### config.mk
export PLATFORM = sky130hd
export DESIGN_NAME = request_frame_deframer
export DESIGN_NICKNAME = d
export VERILOG_FILES = /design/src/hw/rtl/rfd_pkg.sv /design/src/hw/rtl/rfd_parser.sv /design/src/hw/rtl/rfd_out_buf.sv /design/src/hw/rtl/request_frame_deframer.sv
export SDC_FILE = /design/constraint.sdc
export NUM_CORES = 1
export LEC_CHECK = 0
export BUFFER_PORTS_ARGS = -buffer_cell sky130_fd_sc_hd__buf_2
export CAP_MARGIN = 20
export CORE_ASPECT_RATIO = 1.75
export CORE_MARGIN = 2
export CORE_UTILIZATION = 59
export DETAILED_ROUTE_END_ITERATION = 10
export HOLD_SLACK_MARGIN = 0.03
export PLACE_DENSITY = 0.84
export SLEW_MARGIN = 20
export SYNTH_ARGS = -nofsm -noshare
export SYNTH_HDL_FRONTEND = slang
export SYNTH_SLANG_ARGS = --single-unit
### constraint.sdc
create_clock -name clk -period 5.76 [get_ports clk]
set_input_delay 0.288 -clock clk [delete_from_list [all_inputs] [get_ports clk]]
set_output_delay 0.288 -clock clk [all_outputs]
set_load 0.01 [all_outputs]
### src/hw/rtl/rfd_pkg.sv
// ----------------------------------------------------------------------------
// rfd_pkg
// Shared types and constants for the request frame deframer.
// ----------------------------------------------------------------------------
`default_nettype none

package rfd_pkg;

    localparam int BYTE_W      = 8;
    localparam int INT_W       = 32;
    localparam int ACC_W       = 24;
    localparam int KIND_W      = 2;
    localparam int STATUS_W    = 2;
    localparam int CFG_INDEX_W = 8;

    // bytes in one integer element
    localparam logic [BYTE_W-1:0] INT_BYTES = 8'd4;

    // configuration register indexes
    localparam logic [CFG_INDEX_W-1:0] CFG_INT_TYPE = 8'd0;
    localparam logic [CFG_INDEX_W-1:0] CFG_STR_TYPE = 8'd1;

    localparam logic [BYTE_W-1:0] INT_TYPE_RESET = 8'd1;
    localparam logic [BYTE_W-1:0] STR_TYPE_RESET = 8'd2;

    // result kinds
    localparam logic [KIND_W-1:0] KIND_HEADER  = 2'd0;
    localparam logic [KIND_W-1:0] KIND_INTEGER = 2'd1;
    localparam logic [KIND_W-1:0] KIND_STRING  = 2'd2;
    localparam logic [KIND_W-1:0] KIND_END     = 2'd3;

    // frame status codes
    localparam logic [STATUS_W-1:0] STATUS_OK        = 2'd0;
    localparam logic [STATUS_W-1:0] STATUS_LENGTH    = 2'd1;
    localparam logic [STATUS_W-1:0] STATUS_LIST_TYPE = 2'd2;
    localparam logic [STATUS_W-1:0] STATUS_TRUNCATED = 2'd3;

    // output tdata width: 67 bits of fields, padded to whole bytes
    localparam int OUT_FIELDS_W = 2 * BYTE_W + INT_W + BYTE_W + 1 + BYTE_W + STATUS_W;
    localparam int OUT_TDATA_W  = ((OUT_FIELDS_W + 7) / 8) * 8;

    typedef struct packed {
        logic [KIND_W-1:0]    item_kind;
        logic [BYTE_W-1:0]    message_type;
        logic [BYTE_W-1:0]    message_command;
        logic signed [INT_W-1:0] int_value;
        logic [BYTE_W-1:0]    text_byte;
        logic                 string_done;
        logic [BYTE_W-1:0]    arg_number;
        logic                 frame_done;
        logic [STATUS_W-1:0]  frame_status;
    } result_t;

    typedef struct packed {
        logic [BYTE_W-1:0] int_type_code;
        logic [BYTE_W-1:0] str_type_code;
    } type_codes_t;

endpackage : rfd_pkg

`default_nettype wire

### src/hw/rtl/rfd_parser.sv
// ----------------------------------------------------------------------------
// rfd_parser
// Frame parse state; turns each accepted byte into at most one result.
// ----------------------------------------------------------------------------
`default_nettype none

module rfd_parser
    import rfd_pkg::*;
(
    input  wire logic               clk,
    input  wire logic               rst_n,
    input  wire logic               byte_valid,
    input  wire logic [BYTE_W-1:0]  data_byte,
    input  wire logic               frame_last,
    input  wire type_codes_t        codes,
    output logic                    result_valid,
    output result_t                 result
);

    typedef enum logic [2:0] {
        PH_LENGTH  = 3'd0,
        PH_TYPE    = 3'd1,
        PH_COMMAND = 3'd2,
        PH_MARKER  = 3'd3,
        PH_LTYPE   = 3'd4,
        PH_COUNT   = 3'd5,
        PH_ELEMENT = 3'd6,
        PH_DISCARD = 3'd7
    } phase_t;

    phase_t              phase_reg, phase_next;
    logic [BYTE_W-1:0]   byte_count_reg, byte_count_next;
    logic [BYTE_W-1:0]   declared_length_reg, declared_length_next;
    logic [BYTE_W-1:0]   held_type_reg, held_type_next;
    logic                list_is_string_reg, list_is_string_next;
    logic [BYTE_W-1:0]   items_left_reg, items_left_next;
    logic [BYTE_W-1:0]   elem_left_reg, elem_left_next;
    logic [ACC_W-1:0]    acc_reg, acc_next;
    logic [BYTE_W-1:0]   arg_counter_reg, arg_counter_next;
    logic [STATUS_W-1:0] error_reg, error_next;

    logic                elem_done;
    logic [BYTE_W-1:0]   items_dec;

    always_comb
    begin
        phase_next           = phase_reg;
        byte_count_next      = byte_count_reg;
        declared_length_next = declared_length_reg;
        held_type_next       = held_type_reg;
        list_is_string_next  = list_is_string_reg;
        items_left_next      = items_left_reg;
        elem_left_next       = elem_left_reg;
        acc_next             = acc_reg;
        arg_counter_next     = arg_counter_reg;
        error_next           = error_reg;
        elem_done            = 1'b0;
        items_dec            = items_left_reg - 8'd1;
        result_valid         = 1'b0;
        result               = '0;

        // byte count saturates; one more byte flags a length mismatch
        if (byte_count_reg == 8'hFF)
            error_next = STATUS_LENGTH;
        else
            byte_count_next = byte_count_reg + 8'd1;

        case (phase_reg)
            PH_LENGTH:
            begin
                declared_length_next = data_byte;
                phase_next           = PH_TYPE;
            end
            PH_TYPE:
            begin
                held_type_next = data_byte;
                phase_next     = PH_COMMAND;
            end
            PH_COMMAND:
            begin
                result_valid           = 1'b1;
                result.item_kind       = KIND_HEADER;
                result.message_type    = held_type_reg;
                result.message_command = data_byte;
                phase_next             = PH_MARKER;
            end
            PH_MARKER:
            begin
                phase_next = PH_LTYPE;
            end
            PH_LTYPE:
            begin
                held_type_next = data_byte;
                phase_next     = PH_COUNT;
            end
            PH_COUNT:
            begin
                items_left_next  = data_byte;
                arg_counter_next = '0;
                if (data_byte == '0)
                    phase_next = PH_MARKER;
                else if (held_type_reg == codes.int_type_code)
                begin
                    list_is_string_next = 1'b0;
                    elem_left_next      = INT_BYTES;
                    phase_next          = PH_ELEMENT;
                end
                else if (held_type_reg == codes.str_type_code)
                begin
                    list_is_string_next = 1'b1;
                    elem_left_next      = '0;
                    phase_next          = PH_ELEMENT;
                end
                else
                begin
                    if (error_next == STATUS_OK)
                        error_next = STATUS_LIST_TYPE;
                    phase_next = PH_DISCARD;
                end
            end
            PH_ELEMENT:
            begin
                if (list_is_string_reg)
                begin
                    if (elem_left_reg == '0)
                    begin
                        // string length byte; zero means an empty string
                        if (data_byte == '0)
                            elem_done = 1'b1;
                        else
                            elem_left_next = data_byte;
                    end
                    else
                    begin
                        result_valid       = 1'b1;
                        result.item_kind   = KIND_STRING;
                        result.text_byte   = data_byte;
                        result.arg_number  = arg_counter_reg;
                        result.string_done = (elem_left_reg == 8'd1);
                        elem_left_next     = elem_left_reg - 8'd1;
                        elem_done          = (elem_left_reg == 8'd1);
                    end
                end
                else if (elem_left_reg > 8'd1)
                begin
                    acc_next       = {acc_reg[ACC_W-BYTE_W-1:0], data_byte};
                    elem_left_next = elem_left_reg - 8'd1;
                end
                else
                begin
                    result_valid      = 1'b1;
                    result.item_kind  = KIND_INTEGER;
                    result.arg_number = arg_counter_reg;
                    result.int_value  = {acc_reg, data_byte};
                    elem_done         = 1'b1;
                end
            end
            default:
            begin
                // discarding to frame end
            end
        endcase

        if (elem_done)
        begin
            items_left_next  = items_dec;
            arg_counter_next = arg_counter_reg + 8'd1;
            if (items_dec == '0)
                phase_next = PH_MARKER;
            else
                elem_left_next = list_is_string_reg ? '0 : INT_BYTES;
        end

        if (frame_last)
        begin
            result.frame_done = 1'b1;
            if (error_next == STATUS_LENGTH || byte_count_next != declared_length_next)
                result.frame_status = STATUS_LENGTH;
            else if (error_next == STATUS_LIST_TYPE)
                result.frame_status = STATUS_LIST_TYPE;
            else if (phase_next != PH_MARKER)
                result.frame_status = STATUS_TRUNCATED;
            else
                result.frame_status = STATUS_OK;
            if (!result_valid)
                result.item_kind = KIND_END;
            result_valid = 1'b1;

            phase_next           = PH_LENGTH;
            byte_count_next      = '0;
            declared_length_next = '0;
            held_type_next       = '0;
            list_is_string_next  = 1'b0;
            items_left_next      = '0;
            elem_left_next       = '0;
            acc_next             = '0;
            arg_counter_next     = '0;
            error_next           = STATUS_OK;
        end

        result_valid = result_valid & byte_valid;
    end

    always_ff @(posedge clk or negedge rst_n)
    begin
        if (!rst_n)
        begin
            phase_reg           <= PH_LENGTH;
            byte_count_reg      <= '0;
            declared_length_reg <= '0;
            held_type_reg       <= '0;
            list_is_string_reg  <= 1'b0;
            items_left_reg      <= '0;
            elem_left_reg       <= '0;
            acc_reg             <= '0;
            arg_counter_reg     <= '0;
            error_reg           <= STATUS_OK;
        end
        else if (byte_valid)
        begin
            phase_reg           <= phase_next;
            byte_count_reg      <= byte_count_next;
            declared_length_reg <= declared_length_next;
            held_type_reg       <= held_type_next;
            list_is_string_reg  <= list_is_string_next;
            items_left_reg      <= items_left_next;
            elem_left_reg       <= elem_left_next;
            acc_reg             <= acc_next;
            arg_counter_reg     <= arg_counter_next;
            error_reg           <= error_next;
        end
    end

endmodule : rfd_parser

`default_nettype wire

### src/hw/rtl/rfd_out_buf.sv
// ----------------------------------------------------------------------------
// rfd_out_buf
// Two-entry result register; keeps the input side moving while the
// downstream side stalls, until both entries are full.
// ----------------------------------------------------------------------------
`default_nettype none

module rfd_out_buf
    import rfd_pkg::*;
(
    input  wire logic    clk,
    input  wire logic    rst_n,
    input  wire logic    push,
    input  wire result_t push_data,
    output logic         space,
    output logic         out_valid,
    input  wire logic    out_ready,
    output result_t      out_data
);

    result_t     entry_reg [2];
    logic        wr_ptr_reg;
    logic        rd_ptr_reg;
    logic [1:0]  count_reg, count_next;
    logic        pop;

    assign space     = (count_reg != 2'd2);
    assign out_valid = (count_reg != 2'd0);
    assign out_data  = entry_reg[rd_ptr_reg];
    assign pop       = out_valid & out_ready;

    always_comb
    begin
        count_next = count_reg;
        case ({push, pop})
            2'b10:   count_next = count_reg + 2'd1;
            2'b01:   count_next = count_reg - 2'd1;
            default: count_next = count_reg;
        endcase
    end

    always_ff @(posedge clk)
    begin
        if (push)
            entry_reg[wr_ptr_reg] <= push_data;
    end

    always_ff @(posedge clk or negedge rst_n)
    begin
        if (!rst_n)
        begin
            wr_ptr_reg <= 1'b0;
            rd_ptr_reg <= 1'b0;
            count_reg  <= 2'd0;
        end
        else
        begin
            if (push)
                wr_ptr_reg <= ~wr_ptr_reg;
            if (pop)
                rd_ptr_reg <= ~rd_ptr_reg;
            count_reg <= count_next;
        end
    end

endmodule : rfd_out_buf

`default_nettype wire

### src/hw/rtl/request_frame_deframer.sv
// ----------------------------------------------------------------------------
// request_frame_deframer
// Parses a byte stream of request frames into header, integer and
// string-byte items, with a status on the last byte of each frame.
// ----------------------------------------------------------------------------
// Channel  Dir  Handshake           Payload
// s_*      in   s_tvalid/s_tready   s_tdata = data_byte, s_tlast = frame_last
// m_*      out  m_tvalid/m_tready   m_tdata, m_tuser = item_kind,
//                                   m_tlast = frame_done
// cfg_*    in   cfg_valid/cfg_ready cfg_index, cfg_data
//
// One byte per cycle when s_tready is high. Each byte updates the parse state
// in the cycle it is accepted and its item (if any) lands in a two-entry
// output register, reaching m_* after older items. s_tready drops only when
// both output entries are full. cfg_ready is always high. Reset returns the
// parse state to frame start and the type codes to 1 (integer), 2 (string).
// ----------------------------------------------------------------------------
`default_nettype none

module request_frame_deframer
    import rfd_pkg::*;
(
    input  wire logic                   clk,
    input  wire logic                   rst_n,

    input  wire logic                   s_tvalid,
    output logic                        s_tready,
    input  wire logic [BYTE_W-1:0]      s_tdata,   // [7:0] data_byte
    input  wire logic                   s_tlast,   // frame_last

    output logic                        m_tvalid,
    input  wire logic                   m_tready,
    // [7:0] message_type, [15:8] message_command, [47:16] int_value,
    // [55:48] text_byte, [56] string_done, [64:57] arg_number,
    // [66:65] frame_status, [71:67] zero
    output logic [OUT_TDATA_W-1:0]      m_tdata,
    output logic [KIND_W-1:0]           m_tuser,   // [1:0] item_kind
    output logic                        m_tlast,   // frame_done

    input  wire logic                   cfg_valid,
    output logic                        cfg_ready,
    input  wire logic [CFG_INDEX_W-1:0] cfg_index,
    input  wire logic [BYTE_W-1:0]      cfg_data
);

    type_codes_t codes_reg;
    logic        byte_valid;
    logic        result_valid;
    result_t     result;
    logic        space;
    result_t     out_data;

    assign cfg_ready  = 1'b1;
    assign s_tready   = space;
    assign byte_valid = s_tvalid & space;

    always_ff @(posedge clk or negedge rst_n)
    begin
        if (!rst_n)
        begin
            codes_reg.int_type_code <= INT_TYPE_RESET;
            codes_reg.str_type_code <= STR_TYPE_RESET;
        end
        else if (cfg_valid)
        begin
            case (cfg_index)
                CFG_INT_TYPE: codes_reg.int_type_code <= cfg_data;
                CFG_STR_TYPE: codes_reg.str_type_code <= cfg_data;
                default:      codes_reg <= codes_reg;
            endcase
        end
    end

    rfd_parser u_parser (
        .clk          (clk),
        .rst_n        (rst_n),
        .byte_valid   (byte_valid),
        .data_byte    (s_tdata),
        .frame_last   (s_tlast),
        .codes        (codes_reg),
        .result_valid (result_valid),
        .result       (result)
    );

    rfd_out_buf u_out_buf (
        .clk       (clk),
        .rst_n     (rst_n),
        .push      (result_valid),
        .push_data (result),
        .space     (space),
        .out_valid (m_tvalid),
        .out_ready (m_tready),
        .out_data  (out_data)
    );

    assign m_tdata = {
        {(OUT_TDATA_W - OUT_FIELDS_W){1'b0}},
        out_data.frame_status,
        out_data.arg_number,
        out_data.string_done,
        out_data.text_byte,
        out_data.int_value,
        out_data.message_command,
        out_data.message_type
    };
    assign m_tuser = out_data.item_kind;
    assign m_tlast = out_data.frame_done;

endmodule : request_frame_deframer

`default_nettype wire

---- Yosys cells after proc, flatten, opt, wreduce, memory -nomap -nowiden ----
Memory sizes are Yosys's and may differ from the RTL's.
Index checks and enable logic that the tools add are counted.
word-level totals
  flip-flop bits (word level) ............. 98
  memory bits (writable) .................. 140
  memories ................................ 1
  output and inout port bits .............. 78
memories
  name                 depth  bits a word  read ports  clocked after memory_dff  write ports  RTL line           text
  u_out_buf.entry_reg  2      70           1           0                         1            rfd_out_buf.sv:21  result_t entry_reg [2];
cells by class
  order comparisons ....................... 1
  bitwise gates (word level) .............. 5
  reductions and logical operators ........ 22
  mux-type cells .......................... 77
  eq/ne operators ......................... 20
  $add $sub $neg .......................... 6
operators by type and width
  cell                   number
  $mux W8                24
  $mux W24               4
  $mux W32               2
  $mux W49               1
  $logic_not A8 Y1       4
  $mux W2                15
  $mux W3                7
  $pmux W3 S6            1
  $mux W1                17
  $mux W17               1
  $add A8 B1 Y8 const B  2
  $eq A8 B1 Y1 const B   2
  $eq A8 B8 Y1           2
  $mux W16               1
  $pmux W8 S2            1
  $sub A8 B1 Y8 const B  2
  $reduce_bool A2 Y1     6
  $eq A3 B3 Y1 const B   3
  $mux W9                1
  $eq A8 B8 Y1 const B   1
  $gt A8 B1 Y1 const B   1
  $ne A8 B8 Y1           1
  $reduce_and A2 Y1      4
  $reduce_and A4 Y1      2
  17 further kinds       26

---- Longest topological paths before layout ----
  depth in word-level cells ............... 12
  depth in mapped cells ................... 12

---- By module ----
A second synthesis with hierarchy kept.
unflattened totals
  cell total of the unflattened synthesis .. 836
  area, all modules ....................... 11399.7 um^2
by module, submodules not included
  module                  cells each  area an instance (um^2)  instances  seq. area each (um^2)
  rfd_out_buf             235         5539.1                   1          4304.1
  rfd_parser              554         5139.9                   1          1951.9
  request_frame_deframer  47          720.7                    1          402.9

---- Least setup slack after synthesis ----
No wires, ideal clock.
  path type ............................... register -> register
  from .................................... reg u_parser.elem_left_reg[1]
  to ...................................... mem u_out_buf.entry_reg[0][0] (netlist bit) (enable)
  path buffers ............................ 1
  path slack .............................. 0.585 ns
  setup time .............................. 0.499 ns
  data required time ...................... 5.261 ns
  arrival ................................. 4.676 ns
  cell stages (with the launch flop) ...... 10
  period minus slack after synthesis ...... 5.175 ns
  cell sequence ........................... dfrtp_1 -> inv_1 -> ha_1 -> clkbuf_1 -> nor2_1 -> nor3_2 -> nand2_1 -> a31oi_1 -> o21ai_1 -> nor2_1
between the ends
  word-level cells in the longest chain between the ends .. 8
ends and longest elaborated chain
  element                                           RTL line                              text
  start: declaration                                rfd_parser.sv:37                      logic [BYTE_W-1:0] elem_left_reg, elem_left_next;
  start signal: assignment                          rfd_parser.sv:227                     elem_left_reg <= elem_left_next;
  $gt A8 B1 Y1 or $logic_not A8 Y1 (tied branches)  rfd_parser.sv:144, rfd_parser.sv:125
  $mux W1, on equally long branches                 rfd_parser.sv:144, rfd_parser.sv:125
  $mux W1 *                                         rfd_parser.sv:123                     if (list_is_string_reg)
  $pmux W1 S2 *                                     rfd_parser.sv:68                      case (phase_reg)
  $mux W1 *                                         rfd_parser.sv:174                     if (frame_last)
  $and A1 B1 Y1 *                                   rfd_parser.sv:201                     result_valid = result_valid & byte_valid;
  $mux W1 *                                         rfd_out_buf.sv:44                     if (push)
  $mux W1 (implied by the code) *                   rfd_out_buf.sv:45                     entry_reg[wr_ptr_reg] <= push_data;
  end: declaration                                  rfd_out_buf.sv:21
Every way passes the cells marked *; elsewhere a longest branch is shown, timed or not.

---- Final worst setup path ----
  from .................................... reg u_parser.phase_reg[2]
  to ...................................... mem u_out_buf.entry_reg[0][1] (netlist bit) (enable)
between the ends
  word-level cells in the longest chain between the ends .. 6
ends and longest elaborated chain
  element                                       RTL line           text
  start: declaration                            rfd_parser.sv:31   phase_t phase_reg, phase_next;
  start signal: assignment                      rfd_parser.sv:221  phase_reg <= phase_next;
  $eq A3 B3 Y1 or $eq A3 B2 Y1 (tied branches)  rfd_parser.sv:68
  $pmux W1 S2 *                                 rfd_parser.sv:68
  $mux W1 *                                     rfd_parser.sv:174
  $and A1 B1 Y1 *                               rfd_parser.sv:201
  $mux W1 *                                     rfd_out_buf.sv:44
  $mux W1 (implied by the code) *               rfd_out_buf.sv:45
Marks and branches as above.

==> results by group <==
Layout
  – Commonest non-fill, non-tap cell in the layout: edfxtp_1
  – Post-route cell area: 0.0125 mm^2
  – Most frequent cells in the layout: edfxtp_1 (140), buf_2 (100), dfrtp_1 (95)
  – Number of antenna cells inserted: 0
  – Area added between synthesis and finish: 11.6%
  – Share of final-layout standard cells stronger than drive strength 1: 0.253
  – Max reg flops: 140
  – Final core occ: 0.671
  – Number of nets at the end of the flow: roughly 1,000
  – Final standard cell count with taps included and fillers excluded: 1,227

Pwr
  – Power density relative to cell area: around 440 mW/mm^2
  – Leakage: approximately 5.0 nW
  – Switch share: 0.341
  – Share of power burned in the clock network: 0.241
  – Worst vdd rail ir drop: around 0.33 mV
  – Switching power total: approximately 1.9 mW
  – Comb pwr share: 0.325
  – Sequential Power Share: 0.433
  – Internal: 3.59 mW

Logic synthesis
  – Post-synthesis area per instance: ~12 um^2
  – Share of the yosys chip area belonging to registers: 0.596
  – Post-synthesis async set-or-reset flop share: 0.412
  – Number of enable flip-flop cells after synthesis: 140
  – Compound-cell area share of the yosys netlist: 0.118
  – Synthesized instance count: between 800 and 900
  – Xor/xnor share of the synthesized area: 0.0290
  – Simple logic cell fraction of the synthesized area: 0.119
  – Netlist Area Pre-Place: ~0.011 mm^2
  – Fraction of synthesized area in multiplexers: 0.0957
  – Main flop type after synthesis: edfxtp_1
  – Share of synthesized cell area in full adder, half adder and majority cells: 0.00784
  – Total of warnings raised by yosys: 0
  – #FFs+latches synth: 238
  – Largest family of logic cells by synthesized area: simple AND/OR/NAND/NOR gates
  – Distinct cell type count after synthesis: 72

STA
  – Hold violation count in the final report: 0
  – Setup_tns: 0 ps
  – Unrepaired setup endpoints after global routing: false
  – Tightest slew margin relative to the limit: 0.330
  – Final clock period utilization by the worst path: 0.682
  – Hold Slack: about 52 ps
  – Worst clock skew on the final layout: ~18 ps
  – Max-slew violation total from the final report: 0
  – Final worst path period need: between 3000 and 4000 ps
  – Max Fclk: 255 MHz
  – Actual slew at the worst max-slew pin: ~1000 ps
  – Final Setup Violations: 0

Die
  – Num ports: around 110
  – Number of placement rows: 66
  – Vertical die dimension: roughly 190 um
  – Horizontal die dimension: between 100 and 150 um
  – Starting Density: 0.601
  – Area enclosed by the die boundary: 0.0201 mm^2
  – Core outline area: ~0.019 mm^2

Place
  – Post-placement cell count: 1,185
  – Count of buffers from port buffering: between 100 and 150
  – Post-Place Cell Area: 0.0118 mm^2
  – Global placer's final weighted congestion: roughly 0.9
  – Post-detail-place hpwl: 17.4 mm

Clocking
  – Post-cts sizing count: 0
  – Total setup buffers inserted after CTS: 0
  – CTS hold repair buffers: 5
  – Clock-pin slew on the worst setup and hold paths: ~70 ps
  – Clock Tree Root: clkbuf_16
  – Clock network latency to the later pin of the worst-skew pair: 510 ps
  – Clock tree from TritonCTS: done
  – Clock buffer depth: 3
  – Clk sinks: 238
  – H-tree Lvls: 1
  – CTS buffer count: 21

Global route
  – Via count of the first global-routing pass: 7,483
  – Overall global routing resource usage: 0.256
  – GRT Residual Overflow: 0
  – First-pass GRT wire length: approximately 39 mm
  – Pin count of the biggest net entering global routing: 78
  – Initial antenna violation count: 0

Detailed routing
  – Vias after detailed routing: between 7,000 and 8,000
  – Detail-routed via count per cell: approximately 6.2
  – Routed wire per std cell: ~21 um
  – DRC violations left: 0
  – Detailed router's first-iteration violation count: 591
  – Number of detailed-routing iterations run before antenna repair: 5
  – Number of routed nets with antenna violations: 0
  – Wirelength, routed: 25.5 mm

Setup path
  – Launching element type of the critical path: flop
  – R2R Path Start: u_parser.phase_reg[2]$_DFFE_PN0P_
  – Critical path arrival: about 4000 ps
  – Startpoint of the worst setup timing path: u_parser.phase_reg[2]$_DFFE_PN0P_
  – Critical path data required time: slightly below 6000 ps
  – Worst Path Max Fanout: 50
  – Endpoint class of the critical path: flop
  – Crit Path Category: reg2reg

Run
  – Number of max-capacitance violations reported: 0

Min path
  – Start point of the worst min-delay path: cfg_data[1]
  – Worst Hold Class: in2reg

Run status
  – Outcome: complete, no violations
[synthesized netlist by cell type, drive strengths merged, types with 4 or more instances]
master  count  area share
edfxtp    140        0.38
dfrtp      96        0.22
mux2       86       0.087
o21ai      56       0.026
nor2       43       0.014
nand2      41       0.014
and3       40       0.022
clkbuf     38       0.013
and2       35       0.020
a21oi      31       0.014
a22o       29       0.023
nand3      28       0.013
nor3       26       0.012
buf        24       0.014
xnor2      21       0.016
inv        19      0.0064
xor2       16       0.013
mux2i      10      0.0090
a31oi       9      0.0050
a22oi       8      0.0054
ha          7      0.0078
nand4       6      0.0034
nor4        6      0.0047
a211oi      5      0.0034
o211ai      5      0.0034
o31ai       5      0.0034
nand2b      4      0.0022
[power groups by stage]
stage               combinational [mW]  sequential [mW]  clock (mW)
finish                            1.77             2.36        1.31
global route                      1.93             2.39        1.41
CTS                               1.78             2.36        1.34
detailed placement                1.77             2.39           0
global placement                  1.74             2.37           0
floorplan                         1.32             2.30           0
[worst paths after layout]
kind	depth (start not counted)	end	slack, ps
worst max-delay path	8	u_out_buf.entry_reg[0][1]$_DFFE_PP_	1830
worst min-delay path	2	codes_reg[1]$_DFFE_PN1P_	50
worst max register to register	8	u_out_buf.entry_reg[0][1]$_DFFE_PP_	1830
worst min register to register	1	u_parser.acc_reg[23]$_DFFE_PN0P_	500
max in group asynchronous	3	u_parser.error_reg[1]$_DFFE_PN0P_	4510
min in group asynchronous	2	u_parser.held_type_reg[7]$_DFFE_PN0P_	200
[logic make-up (layout without fill, tap and decap cells)]
group | Yosys count | in the layout
AND/OR/NAND/NOR | 248 | 248
flip-flops | 238 | 238
AO/OA/AOI/OAI | 186 | 186
multiplexers | 96 | 96
buffers and inverters | 82 | 171
XOR/XNOR | 37 | 37
adder cells (fa/ha/maj) | 7 | 7
other | 2 | 6
[layout make-up]
cell class              count  area, um^2
flip-flops and latches    238        6660
well taps                 238         298
repair buffers            115         632
multi-input cells         580        4170
clock buffers              24         537
fillers                  1324        6120
inverters                  20        75.1
clock inverters            12        95.1
[layer usage]
metal  up-vias  wire length [um]  GRT usage
li1       3490                 -          -
met5         -                 0          0
met2       282             14200      0.491
met1      3812              9060      0.283
met3        67              1280     0.0308
met4         0               951     0.0995
[worst max-delay path, cell delays in order, from the launching register on]
cell,delay [ps]
dfrtp_1,770
nand3b_1,480
nor2_1,220
buf_4,300
nand2_1,110
a31oi_1,180
o21ai_1,220
nor2_4,570
buf_4,630
[stage by stage]
step	worst slack, ps	total power [mW]
6_report	1830	5.45
5_1_grt	1530	5.73
4_1_cts	1830	5.48
3_5_place_dp	1890	4.16
3_3_place_gp	1980	4.11
2_1_floorplan	585	3.61
Power figures use the tool's default switching activity.
